**config.mk**
```make
export PLATFORM = sky130hd
export DESIGN_NAME = ismu_update
export DESIGN_NICKNAME = d
export VERILOG_FILES = /design/src/sv/ismu_pkg.sv /design/src/sv/ismu_update.sv
export SDC_FILE = /design/constraint.sdc
export NUM_CORES = 1
export LEC_CHECK = 0
export ABC_AREA = 1
export BUFFER_PORTS_ARGS = -buffer_cell sky130_fd_sc_hd__buf_2
export CORE_MARGIN = 2
export CORE_UTILIZATION = 23
export CTS_CLUSTER_SIZE = 28
export DETAILED_ROUTE_END_ITERATION = 6
export PLACE_DENSITY_LB_ADDON = 0.25
export SETUP_SLACK_MARGIN = 0.2
export SLEW_MARGIN = 20
export SYNTH_ARGS = -nofsm -noshare
export SYNTH_HDL_FRONTEND = slang
export SYNTH_SLANG_ARGS = --single-unit
```
**constraint.sdc**
```tcl
create_clock -name clk -period 10.1 [get_ports clk]
set_input_delay 0 -clock clk [delete_from_list [all_inputs] [get_ports clk]]
set_output_delay 0 -clock clk [all_outputs]
set_load 0.005 [all_outputs]
```
**src/sv/ismu_pkg.sv**
```systemverilog
// ---------------------------------------------------------------------------
// Ising spin update package
// Lattice size, field widths, register indexes, shared types and helpers.
// ---------------------------------------------------------------------------
package ismu_pkg;

    localparam int SIDE    = 64;
    localparam int IDX_W   = (SIDE > 1) ? $clog2(SIDE) : 1;
    localparam int COORD_W = 6;
    localparam int FRAC_W  = 32;
    localparam int DE_W    = 5;
    localparam int MAG_W   = 14;
    localparam int BOND_W  = 15;

    localparam int IN_TDATA_W  = 48;
    localparam int OUT_TDATA_W = 40;

    localparam int CFG_IDX_W = 1;
    localparam logic [CFG_IDX_W-1:0] CFG_LIMIT_FOUR  = 1'b0;
    localparam logic [CFG_IDX_W-1:0] CFG_LIMIT_EIGHT = 1'b1;

    localparam logic CMD_FLIP = 1'b0;
    localparam logic CMD_SET  = 1'b1;

    localparam logic [FRAC_W-1:0] LIMIT_FOUR_RESET  = 32'd78665071;
    localparam logic [FRAC_W-1:0] LIMIT_EIGHT_RESET = 32'd1440802;

    localparam logic signed [MAG_W-1:0]  MAG_RESET  = MAG_W'(SIDE * SIDE);
    localparam logic signed [BOND_W-1:0] BOND_RESET = BOND_W'(-2 * SIDE * SIDE);
    localparam logic signed [DE_W-1:0]   DE_MINUS_FOUR = DE_W'(-4);
    localparam logic signed [MAG_W-1:0]  MAG_STEP = MAG_W'(2);

    typedef logic [SIDE-1:0]  row_t;
    typedef logic [IDX_W-1:0] idx_t;

    // Item as held by the sequencer while its rows are fetched
    typedef struct packed {
        logic              cmd;
        logic              want;
        idx_t              col;
        logic [FRAC_W-1:0] frac;
    } site_t;

    typedef struct packed {
        logic                      accepted;
        logic                      spin_now;
        logic signed [DE_W-1:0]    energy_term;
        logic signed [MAG_W-1:0]   magnetization;
        logic signed [BOND_W-1:0]  bond_energy;
    } result_t;

    function automatic idx_t wrap_idx(input logic [COORD_W-1:0] v);
        return idx_t'(32'(v) % SIDE);
    endfunction

    function automatic idx_t idx_dec(input idx_t i);
        return (i == idx_t'(0)) ? idx_t'(SIDE - 1) : idx_t'(i - 1'b1);
    endfunction

    function automatic idx_t idx_inc(input idx_t i);
        return (i == idx_t'(SIDE - 1)) ? idx_t'(0) : idx_t'(i + 1'b1);
    endfunction

endpackage

```
**src/sv/ismu_update.sv**
```systemverilog
// ---------------------------------------------------------------------------
// Spin update unit
// Energy term, Metropolis decision, new row and running totals.
// ---------------------------------------------------------------------------
module ismu_update (
    input  logic                          clk,
    input  logic                          rst_n,
    input  logic                          commit,
    input  ismu_pkg::site_t               site,
    input  ismu_pkg::row_t                row_up,
    input  ismu_pkg::row_t                row_mid,
    input  ismu_pkg::row_t                row_dn,
    input  logic [ismu_pkg::FRAC_W-1:0]   limit_four,
    input  logic [ismu_pkg::FRAC_W-1:0]   limit_eight,
    output ismu_pkg::row_t                row_new,
    output ismu_pkg::result_t             result
);
    import ismu_pkg::*;

    logic signed [MAG_W-1:0]  mag_reg;
    logic signed [MAG_W-1:0]  mag_next;
    logic signed [BOND_W-1:0] bond_reg;
    logic signed [BOND_W-1:0] bond_next;

    logic                   s_bit;
    logic [2:0]             n_up;
    logic signed [5:0]      de_wide;
    logic signed [DE_W-1:0] de;
    logic                   flip;
    logic                   spin_new;

    assign s_bit = row_mid[site.col];

    // Count of up neighbours; the neighbour sum is 2*n_up - 4
    assign n_up = {2'b00, row_up[site.col]} + {2'b00, row_dn[site.col]}
                + {2'b00, row_mid[idx_dec(site.col)]}
                + {2'b00, row_mid[idx_inc(site.col)]};

    // de = -2*s*sum: 8 - 4*n_up for an up spin, negated for a down spin
    assign de_wide = 6'sd8 - $signed({1'b0, n_up, 2'b00});
    assign de      = s_bit ? DE_W'(de_wide) : DE_W'(-de_wide);

    always_comb
    begin
        if (site.cmd == CMD_SET)
        begin
            flip = (site.want != s_bit);
        end
        else if (!de[DE_W-1])
        begin
            flip = 1'b1;
        end
        else if (de == DE_MINUS_FOUR)
        begin
            flip = (site.frac < limit_four);
        end
        else
        begin
            flip = (site.frac < limit_eight);
        end
    end

    assign spin_new = s_bit ^ flip;

    always_comb
    begin
        row_new           = row_mid;
        row_new[site.col] = spin_new;
    end

    always_comb
    begin
        mag_next  = mag_reg;
        bond_next = bond_reg;
        if (flip)
        begin
            mag_next  = s_bit ? (mag_reg - MAG_STEP) : (mag_reg + MAG_STEP);
            bond_next = bond_reg - BOND_W'(de);
        end
    end

    always_ff @(posedge clk or negedge rst_n)
    begin
        if (!rst_n)
        begin
            mag_reg  <= MAG_RESET;
            bond_reg <= BOND_RESET;
        end
        else if (commit)
        begin
            mag_reg  <= mag_next;
            bond_reg <= bond_next;
        end
    end

    assign result.accepted      = flip;
    assign result.spin_now      = spin_new;
    assign result.energy_term   = de;
    assign result.magnetization = mag_next;
    assign result.bond_energy   = bond_next;

endmodule

```
==> flow_summary.json <==
{
  "fp.dieW_um": 199,
  "finalCritPeriodShare_pct": 72.4,
  "numCtsBuffers": 3,
  "rsz0062_at_grt": "false",
  "rr_endpoint": "mag_reg[12]",
  "clk_latency_ns": 0.27,
  "place_inst": 2423,
  "cp_common_cell": "nand2_1",
  "worst_slack_ns": 2.79,
  "critPathKind": "in -> out",
  "core-area_mm2": 0.0376,
  "yosysTopAreaCell": "nand2_1",
  "vias_per_cell": 4.87,
  "hold_viol": 0,
  "cts_hold_buf": 1,
  "fp-row-count": 71,
  "worstSetupStartpointType": "input pin",
  "place_congestion": 0.869,
  "dieArea_mm2": 0.0397,
  "cellLeakagePower_nw": 6.15,
  "reg2reg_slack_ns": 7.69,
  "async_flop_share_pct": 100,
  "timing.fmax_mhz": 137,
  "slowest_stage": "nand2_1",
  "grt_use_total_pct": 20.0,
  "slew_viol_final": 0,
  "ant_nets": 0,
  "reg2reg_from": "mag_reg[3]",
  "slowest_delay_ns": 0.87,
  "grt_overflow": 0,
  "final_util_pct": 29.5,
  "final_nets": 2310,
  "setup_viol": 0,
  "p_total_mw": 1.80,
  "syn_avg_cell_area_um2": 5.50,
  "cp-end-kind": "primary output",
  "crit_end": "result[9]",
  "synthFlopType": "dfrtp_1",
  "portBuffers": 393,
  "slew_headroom_pct": 32.5,
  "place_ws_ns": 2.43,
  "die_h_um": 199,
  "hold_path_class": "in -> reg",
  "ys_ff_latch": 26,
  "path_clk_slew_ns": 0.07,
  "dp_hpwl_mm": 33.3,
  "synth_warnings": 0,
  "drc": 0,
  "yosysUniqueCellTypes": 45,
  "worst_slew_pin_slew_ns": 1.01,
  "drt-wirelength-per-cell_um": 17.2,
  "antenna_found_initial": 6,
  "syn_area_mm2": 0.00876,
  "synth_cells": 1595,
  "synthToLayoutAreaGrowth_pct": 26.4,
  "wl_mm": 41.8,
  "critical_path.startpoint": "site[32]",
  "htreeDepth": 1,
  "synth_seq_area_share_pct": 7.47,
  "layout_commonest_cell": "nand2_1",
  "cts_setup_buffers": 0,
  "worstPathMaxFanout": 39,
  "grt_max_degree": 66,
  "vdd_drop_max_mv": 0.0854,
  "vias": 11800,
  "multi_input_area_mm2": 0.00683,
  "yosys.area.top_type_share_pct": 18.5,
  "powerDensity_mw_per_mm2": 163,
  "grt_pass1_vias": 11300,
  "synth-edff-count": 0,
  "cts_tree": "yes",
  "firstDrtPassIters": 5,
  "fillCellCount": 4331,
  "cap_violations": 0,
  "arrival_ns": 7.31,
  "synth.area.top_cells": "nand2_1, ha_1, nand3_1",
  "cts_buffer_depth": 2,
  "stdcell_count": 2430,
  "grt_first_pass_wirelength_mm": 61.9,
  "required_ns": 10.10,
  "r2r_cells": 14,
  "cts_sinks": 26,
  "hold_slack_ns": 0.218,
  "cts-root-buf": "clkbuf_16",
  "num_io_pins": 399,
  "place_area_mm2": 0.0110,
  "fin_setup_tns_ns": 0,
  "regArea_um2": 654,
  "clock-skew-final_ns": 0.00457,
  "final_cell_mix": "nand2_1, buf_2, inv_1",
  "initial_core_util_pct": 23.3,
  "period_minus_slack_ns": 7.31,
  "outcome": "finished clean",
  "ctsResizeCount": 0,
  "drt_iter0_drc": 826,
  "postLayoutCellArea_mm2": 0.0111,
  "layout-drive-gt1-share_pct": 22.3
}
## worst max-delay path, delay by kind of cell
kind	cells	cell delay, ns
AO/OA/AOI/OAI	2	0.40
XOR/XNOR	1	0.08
adder cells (fa/ha/maj)	4	1.70
buffers and inverters	6	1.87
AND/OR/NAND/NOR	17	3.23
## layer usage
metal | up-vias | part of all wire (%) | track usage, %
li1 | 5905 | - | -
met1 | 5374 | 44 | 25.4
met2 | 491 | 47 | 35.8
met3 | 52 | 6.7 | 2.16
met4 | 2 | 2.4 | 4.89
met5 | - | 0.031 | 0
## synthesized netlist by cell type (all sizes together), types with 2 or more instances
cell type	count
o21a	2
a22o	8
a22oi	18
xnor2	11
a31oi	3
clkinv	2
or2	3
inv	222
nand3	187
nand2	438
buf	35
nor4	2
fa	3
xor2	13
ha	90
dfrtp	23
nor3	3
a21oi	79
o211ai	29
a221oi	16
clkbuf	52
o21ai	158
a21o	3
nor2	128
nand3b	8
nand4	24
dfstp	3
and2	20
o22ai	6
## cell families (layout without fill, tap and decap cells)
group,count (synthesis),after routing,synth area share (%)
AO/OA/AOI/OAI,326,326,21.4
buffers and inverters,311,629,14.9
other,1,7,0.0428
XOR/XNOR,24,24,2.40
AND/OR/NAND/NOR,814,814,40.2
adder cells (fa/ha/maj),93,93,13.5
flip-flops,26,26,7.47
## area by class of cell
class | instances | share of cell area, %
Sequential cell | 26 | 5.91
Tap cell | 511 | 5.77
Inverter | 224 | 7.59
Multi-Input combinational cell | 1262 | 61.7
Antenna cell | 2 | 0.0452
Timing Repair Buffer | 401 | 18.3
Clock buffer | 4 | 0.712
## worst min path at each step
stage                start           end  slack, ns  cells past startpoint
global placement     rst_n   bond_reg[5]       0.07                      1
detailed placement   rst_n   bond_reg[5]       0.07                      1
global route        commit   mag_reg[12]       0.24                      3
CTS                 commit   mag_reg[12]       0.22                      3
finish              commit   mag_reg[12]       0.22                      3
floorplan            rst_n  bond_reg[10]      -0.30                      0
## report_power, final
group	internal [mW]	total, mW	switching, mW
Clock	0.0543	0.0966	0.0423
Sequential	0.161	0.206	0.0446
Combinational	0.622	1.50	0.879
No activity file was read; power rests on OpenSTA's default activity.
